<file path="src/design/okvt_pkg.sv">
// Package for the ordered key/value table.
// Holds operation and status codes, fixed field widths and the cell control type.
// No dependencies.
package okvt_pkg;

  localparam int OP_W     = 2;
  localparam int KEY_ID_W = 32;
  localparam int VALUE_W  = 64;
  localparam int STATUS_W = 2;
  localparam int COUNT_W  = 5;

  localparam logic [OP_W-1:0] OP_LOOKUP = 2'd0;
  localparam logic [OP_W-1:0] OP_SET    = 2'd1;
  localparam logic [OP_W-1:0] OP_DELETE = 2'd2;

  localparam logic [STATUS_W-1:0] ST_DONE    = 2'd0;
  localparam logic [STATUS_W-1:0] ST_MISSING = 2'd1;
  localparam logic [STATUS_W-1:0] ST_FULL    = 2'd2;

  typedef struct packed {
    logic cmp_en;
    logic shift;
    logic set_hit;
    logic append;
  } cell_ctrl_t;

endpackage

</file>
<file path="src/design/ordered_key_value_table.sv">
// Ordered key/value table: a chain of entry cells kept in insertion order.
// Operations: lookup, set (update or append), delete with shift-down.
// Input channel: in_valid / in_stall with operation, key_id, value_in.
// Output channel: out_valid / out_stall with status, value_out, entry_count.
// A transfer happens at a rising edge where valid is high and stall is low.
// For each accepted item, at the accepting edge every cell compares its key
// against key_id in parallel and registers a match flag; at a later edge,
// once the output register is free, the table is updated (a delete shifts
// every later cell down by one from its neighbor) and the result is loaded
// into the output register. No new item is accepted until then; in_stall
// is high while an item is in progress. out_valid rises at the update edge.
// While out_stall holds a result, one further item may be accepted; its
// update waits until the output register is free.
// Reset (rst, synchronous, active high) empties the table and clears the
// output channel. Entry contents need no clearing: only occupied cells match.
module ordered_key_value_table #(
  parameter int CAPACITY    = 16,
  parameter int KEY_WIDTH   = 32,
  parameter int VALUE_WIDTH = 64
) (
  input  logic                            clk,
  input  logic                            rst,
  input  logic                            in_valid,
  output logic                            in_stall,
  input  logic [okvt_pkg::OP_W-1:0]       operation,
  input  logic [okvt_pkg::KEY_ID_W-1:0]   key_id,
  input  logic [okvt_pkg::VALUE_W-1:0]    value_in,
  output logic                            out_valid,
  input  logic                            out_stall,
  output logic [okvt_pkg::STATUS_W-1:0]   status,
  output logic [okvt_pkg::VALUE_W-1:0]    value_out,
  output logic [okvt_pkg::COUNT_W-1:0]    entry_count
);

  localparam int IDX_W = (CAPACITY > 1) ? $clog2(CAPACITY) : 1;
  localparam int CW    = $clog2(CAPACITY + 1);
  localparam int KX    = (KEY_WIDTH > okvt_pkg::KEY_ID_W) ? KEY_WIDTH : okvt_pkg::KEY_ID_W;
  localparam int EXT   = (CW > okvt_pkg::COUNT_W) ? CW : okvt_pkg::COUNT_W;

  logic                          busy;
  logic [okvt_pkg::OP_W-1:0]     op_r;
  logic [KEY_WIDTH-1:0]          key_r;
  logic [VALUE_WIDTH-1:0]        value_r;
  logic [CW-1:0]                 count;
  logic [CW-1:0]                 count_next;

  logic [KX-1:0]                 key_ext;
  logic [KEY_WIDTH-1:0]          key_in;
  logic [EXT-1:0]                count_ext;

  logic                          accept;
  logic                          commit;
  logic                          hit;
  logic                          full;
  logic [IDX_W-1:0]              slot;
  logic [VALUE_WIDTH-1:0]        found;
  logic [okvt_pkg::STATUS_W-1:0] status_next;
  logic [okvt_pkg::VALUE_W-1:0]  value_out_next;

  okvt_pkg::cell_ctrl_t          ctrl;

  logic [CAPACITY-1:0]           match;
  logic [KEY_WIDTH-1:0]          keys   [CAPACITY];
  logic [VALUE_WIDTH-1:0]        values [CAPACITY];
  logic [KEY_WIDTH-1:0]          nbr_keys   [CAPACITY];
  logic [VALUE_WIDTH-1:0]        nbr_values [CAPACITY];

  assign key_ext   = KX'(key_id);
  assign key_in    = key_ext[KEY_WIDTH-1:0];
  assign count_ext = EXT'(count);
  assign entry_count = count_ext[okvt_pkg::COUNT_W-1:0];

  assign in_stall = busy;
  assign accept   = in_valid && !in_stall;
  assign commit   = busy && !(out_valid && out_stall);

  assign hit  = |match;
  assign full = count == CW'(CAPACITY);

  always_comb begin
    slot  = '0;
    found = '0;
    for (int i = 0; i < CAPACITY; i++) begin
      if (match[i]) begin
        slot  = slot | IDX_W'(i);
        found = found | values[i];
      end
    end
  end

  always_comb begin
    ctrl.cmp_en  = accept;
    ctrl.shift   = commit && (op_r == okvt_pkg::OP_DELETE) && hit;
    ctrl.set_hit = commit && (op_r == okvt_pkg::OP_SET) && hit;
    ctrl.append  = commit && (op_r == okvt_pkg::OP_SET) && !hit && !full;
  end

  always_comb begin
    count_next     = count;
    status_next    = okvt_pkg::ST_DONE;
    value_out_next = '0;
    case (op_r)
      okvt_pkg::OP_LOOKUP: begin
        if (hit) begin
          value_out_next = okvt_pkg::VALUE_W'(found);
        end else begin
          status_next = okvt_pkg::ST_MISSING;
        end
      end
      okvt_pkg::OP_SET: begin
        if (!hit && full) begin
          status_next = okvt_pkg::ST_FULL;
        end else if (!hit) begin
          count_next = count + CW'(1);
        end
      end
      okvt_pkg::OP_DELETE: begin
        if (hit) begin
          count_next = count - CW'(1);
        end else begin
          status_next = okvt_pkg::ST_MISSING;
        end
      end
      default: begin
        status_next = okvt_pkg::ST_DONE;
      end
    endcase
  end

  genvar g;
  generate
    for (g = 0; g < CAPACITY; g++) begin : g_cell
      if (g == CAPACITY - 1) begin : g_last
        assign nbr_keys[g]   = '0;
        assign nbr_values[g] = '0;
      end else begin : g_mid
        assign nbr_keys[g]   = keys[g+1];
        assign nbr_values[g] = values[g+1];
      end

      okvt_cell #(
        .INDEX       (g),
        .IDX_W       (IDX_W),
        .CW          (CW),
        .KEY_WIDTH   (KEY_WIDTH),
        .VALUE_WIDTH (VALUE_WIDTH)
      ) u_cell (
        .clk       (clk),
        .ctrl      (ctrl),
        .count     (count),
        .slot      (slot),
        .cmp_key   (key_in),
        .wr_key    (key_r),
        .wr_value  (value_r),
        .nbr_key   (nbr_keys[g]),
        .nbr_value (nbr_values[g]),
        .key       (keys[g]),
        .value     (values[g]),
        .match     (match[g])
      );
    end
  endgenerate

  always_ff @(posedge clk) begin
    if (rst) begin
      busy      <= 1'b0;
      count     <= '0;
      out_valid <= 1'b0;
    end else begin
      if (accept) begin
        busy    <= 1'b1;
        op_r    <= operation;
        key_r   <= key_in;
        value_r <= value_in[VALUE_WIDTH-1:0];
      end else if (commit) begin
        busy <= 1'b0;
      end

      if (commit) begin
        count       <= count_next;
        out_valid   <= 1'b1;
        status      <= status_next;
        value_out   <= value_out_next;
      end else if (out_valid && !out_stall) begin
        out_valid <= 1'b0;
      end
    end
  end

  a_count_range: assert property (@(posedge clk) disable iff (rst)
    count <= CW'(CAPACITY))
    else $error("entry count beyond capacity");

  a_unique_match: assert property (@(posedge clk) disable iff (rst)
    busy |-> $onehot0(match))
    else $error("more than one cell matches the key");

  a_append_grows: assert property (@(posedge clk) disable iff (rst)
    ctrl.append |=> count == $past(count) + CW'(1))
    else $error("append did not grow the table");

  a_delete_shrinks: assert property (@(posedge clk) disable iff (rst)
    ctrl.shift |=> count == $past(count) - CW'(1))
    else $error("delete did not shrink the table");

  a_full_status: assert property (@(posedge clk) disable iff (rst)
    (commit && status_next == okvt_pkg::ST_FULL) |-> (full && !hit))
    else $error("full status without a full table");

endmodule

</file>
<file path="src/design/okvt_cell.sv">
// One entry cell of the ordered key/value table chain.
// Holds a key, a value and a match flag; on delete, a cell at or above the
// hit slot takes its upper neighbor. Depends on okvt_pkg.
module okvt_cell #(
  parameter int INDEX       = 0,
  parameter int IDX_W       = 4,
  parameter int CW          = 5,
  parameter int KEY_WIDTH   = 32,
  parameter int VALUE_WIDTH = 64
) (
  input  logic                   clk,
  input  okvt_pkg::cell_ctrl_t   ctrl,
  input  logic [CW-1:0]          count,
  input  logic [IDX_W-1:0]       slot,
  input  logic [KEY_WIDTH-1:0]   cmp_key,
  input  logic [KEY_WIDTH-1:0]   wr_key,
  input  logic [VALUE_WIDTH-1:0] wr_value,
  input  logic [KEY_WIDTH-1:0]   nbr_key,
  input  logic [VALUE_WIDTH-1:0] nbr_value,
  output logic [KEY_WIDTH-1:0]   key,
  output logic [VALUE_WIDTH-1:0] value,
  output logic                   match
);

  logic occupied;
  logic at_tail;
  logic above_slot;

  assign occupied   = CW'(INDEX) < count;
  assign at_tail    = CW'(INDEX) == count;
  assign above_slot = IDX_W'(INDEX) >= slot;

  always_ff @(posedge clk) begin
    if (ctrl.cmp_en) begin
      match <= occupied && (key == cmp_key);
    end
    if (ctrl.shift && above_slot) begin
      key   <= nbr_key;
      value <= nbr_value;
    end
    if (ctrl.set_hit && match) begin
      value <= wr_value;
    end
    if (ctrl.append && at_tail) begin
      key   <= wr_key;
      value <= wr_value;
    end
  end

endmodule

</file>
<file path="config.mk">
export PLATFORM = sky130hd
export DESIGN_NAME = ordered_key_value_table
export DESIGN_NICKNAME = d
export VERILOG_FILES = /design/src/design/okvt_pkg.sv /design/src/design/ordered_key_value_table.sv /design/src/design/okvt_cell.sv
export SDC_FILE = /design/constraint.sdc
export NUM_CORES = 2
export LEC_CHECK = 0
export ABC_AREA = 1
export BUFFER_PORTS_ARGS = -buffer_cell sky130_fd_sc_hd__buf_2
export CAP_MARGIN = 20
export CELL_PAD_IN_SITES_DETAIL_PLACEMENT = 0
export CELL_PAD_IN_SITES_GLOBAL_PLACEMENT = 1
export CORE_MARGIN = 2
export CORE_UTILIZATION = 40
export CTS_CLUSTER_DIAMETER = 200
export DETAILED_ROUTE_END_ITERATION = 12
export HOLD_SLACK_MARGIN = 0.08
export PLACE_DENSITY = 0.71
export SYNTH_ARGS = -nofsm -noshare
export SYNTH_HDL_FRONTEND = slang
export SYNTH_SLANG_ARGS = --single-unit
</file>
<file path="constraint.sdc">
create_clock -name clk -period 17 [get_ports clk]
set_input_delay 3.4 -clock clk [delete_from_list [all_inputs] [get_ports clk]]
set_output_delay 3.4 -clock clk [all_outputs]
set_load 0.01 [all_outputs]
</file>
==> flow_summary.ini <==
[grt]
antenna_found_initial = 12
grt_pass1_vias = 64126
gr-total-overflow = 0
grt_max_degree = 129
track_usage_pct = 29.5
grt_pass1_wl_mm = 463

[logic_synthesis]
synth-compound-area-share_pct = 12.8
synth-edff-count = 1716
synthAdderAreaFrac_pct = 0.0731
syn_area_mm2 = 0.0855
syn_nets = 9177
syn_area_per_cell_um2 = 9.43
syn_inst = 9070
muxShareOfSynthArea_pct = 0
ys.flop_type = edfxtp_1
yosysUniqueCellTypes = 40
ys_ff_latch = 1723
synth-simple-area-share_pct = 14.8
ys_seq_area_share_pct = 60.4
yosys.area_share.xor_xnor_pct = 3.35
async_flop_share_pct = 0
synth_warnings = 0
synth_top_family_by_area = simple AND/OR/NAND/NOR gates

[power_and_ir_drop]
p_sw_uw = 2290
ir_drop_mv = 0.113
combPwrFrac_pct = 5.4
clockPowerShare_pct = 44.4
power.density_mw_per_mm2 = 100
switching_share_pct = 24.2
total_leakage_power_uw = 0.0357
internal_power_uw = 7150
power_frac_seq_pct = 50.2

[place]
hpwl_mm = 190
place_congestion = 0.880
port_buffers = 174
place_ws_ns = 8.25
dpl_cell_area_mm2 = 0.0881

[worst_setup_path]
path_class = in -> reg
rr_worst_depth = 9
r2r-start = g_cell[5].u_cell.match
worstPathMaxFanout = 70
cp_data_arrival_time_ns = 8.48
startpoint_type = input port
r2r-end = g_cell[14].u_cell.value[23]
worstPathRequired_ns = 17.45
endpoint = g_cell[14].u_cell.value[23]
worstSetupEndpointType = flop
r2r_slack_ns = 10.33
crit_start = out_stall

[floorplan]
fp.dieW_um = 466
design.die.area_mm2 = 0.218
die-height_um = 466
rows = 169
core_mm2 = 0.212
io_pins = 175
initial_core_util_pct = 40.3

[final_layout]
fin_util_pct = 44.5
fillers = 20320
multiInputGateArea_mm2 = 0.0269
drive_above_1_share_pct = 7.22
final_common_cell = nand2_1
area_growth_syn_to_layout_pct = 10.4
finalInstanceArea_mm2 = 0.0944
final_cell_mix = nand2_1, edfxtp_1, o21ai_0
regArea_mm2 = 0.0517
final_nets = 8980

[sta]
tightest_slew_ns = 1.25
hold_violations = 0
fin_skew_ns = 0.0601
layout_min_cycle_time_ns = 8.03
holdWs_ns = 0.520
fin_ws_ns = 8.97
finalSetupTns_ns = 0
slew_headroom_pct = 16.5
period_share_pct = 47.2
rsz0062_at_grt = no
final-setup-viol-count = 0
drv_slew = 0
max_freq_mhz = 125

[clock_tree]
h-tree-depth = 4
root_buffer = clkbuf_16
cts_buffers = 194
clk_pin_slew_ns = 0.06
cts_setup_buffers = 0
ctsResizeCount = 0
cts.sinks = 1723
clockBufferDepth = 3
insertion_delay_ns = 0.88
cts_hold_buf = 0
tritoncts = built

[route]
initialDrtViolationCount = 10114
routed_wl_mm = 329
antenna_left = 0
drc = 0
via_per_inst = 5.74
vias = 68079
first_pass_iters = 7
wl_per_cell_um = 27.7

[job]
max_cap_viol_count = 0

[hold_path]
holdPathStages = 2
hold_path_class = reg -> reg
hold_path.startpoint = out_valid

[outcome]
outcome = completed
-- flip-flops by register name, summed over array words and instances (netlist names) --
| signal | flops |
|---|---|
| in_stall | 1 |
| value_out | 64 |
| g_cell.u_cell.key | 512 |
| out_valid | 1 |
| status | 2 |
| entry_count | 5 |
| value_r | 64 |
| op_r | 2 |
| g_cell.u_cell.match | 16 |
| key_r | 32 |
| g_cell.u_cell.value | 1024 |
-- critical path: stages --
cell and delay, ns:
buf_2 0.09, nand2_1 0.09, nand2_1 0.26, nor2_1 0.26
nand2_1 0.12, nor2_4 0.88, buf_4 0.81, nand3_4 0.81
nand3_4 0.75, buf_4 0.89
-- area by class of cell --
cell class | instances | share of cell area, %
Antenna cell | 8 | 0.0212
Multi-Input combinational cell | 5556 | 28.5
Inverter | 1104 | 4.43
Timing Repair Buffer | 294 | 1.99
Clock buffer | 241 | 5.37
Sequential cell | 1723 | 54.7
Tap cell | 2821 | 3.74
Clock inverter | 115 | 1.17
-- power by group through the flow --
stage / registers, uW / logic (uW) / clock network [uW]
finish: 4740 / 510 / 4190
global route: 4740 / 532 / 4380
CTS: 4740 / 499 / 4220
detailed placement: 4820 / 497 / 0
global placement: 4820 / 493 / 0
floorplan: 4790 / 287 / 0
-- metal layers --
layer	GRT usage (%)	vias to the layer above	wire (um)
li1	-	30071	-
met1	39.1	33018	127000
met2	47.6	4240	152000
met3	5.30	744	35800
met4	12.0	6	14500
met5	0.154	-	64
-- worst min-delay path by stage --
stage                     endpoint  slack, ns
after floorplan           in_stall       0.51
after CTS                 in_stall       0.52
after detailed placement  in_stall       0.51
after global placement    in_stall       0.51
final                     in_stall       0.52
after global routing      in_stall       0.54
-- through the flow --
step | power (uW) | std cells
after floorplan | 5080 | 9070
after global placement | 5320 | 11491
after detailed placement | 5320 | 11492
after CTS | 9460 | 11848
after global routing | 9650 | 11859
final | 9440 | 11862
-- logic make-up (layout without fill, tap and decap cells) --
| kind of cell | count (synthesis) | in the layout |
|---|---|---|
| buffers and inverters | 1791 | 1754 |
| AO/OA/AOI/OAI | 2050 | 2050 |
| XOR/XNOR | 327 | 327 |
| AND/OR/NAND/NOR | 3174 | 3174 |
| flip-flops | 1723 | 1723 |
| other | 0 | 8 |
| adder cells (fa/ha/maj) | 5 | 5 |
-- Yosys cell counts, types with 3 or more instances --
cell	n	area share (%)
nor3_1	45	0.26
xor2_1	114	1.2
dfxtp_1	7	0.16
buf_6	17	0.22
nor2_1	591	2.6
nand2_2	4	0.029
and3_1	22	0.16
inv_2	7	0.031
nand2_1	2182	9.6
ha_1	5	0.073
edfxtp_1	1716	60
buf_2	161	0.94
nand3_2	11	0.13
o22ai_1	404	3.0
nand4_1	76	0.56
clkinv_1	10	0.044
a22o_1	7	0.072
nor2_2	4	0.029
nor2_4	3	0.039
a21oi_1	16	0.094
or2_2	10	0.073
buf_1	30	0.13
a221oi_1	34	0.35
buf_4	63	0.55
clkbuf_1	415	1.8
xnor2_1	213	2.2
nand3b_1	5	0.044
o21ai_1	126	0.74
inv_1	1087	4.8
o21ai_0	1453	8.5
nand3_1	215	1.3
o211ai_1	6	0.053
(Power assumes the default switching activity.)
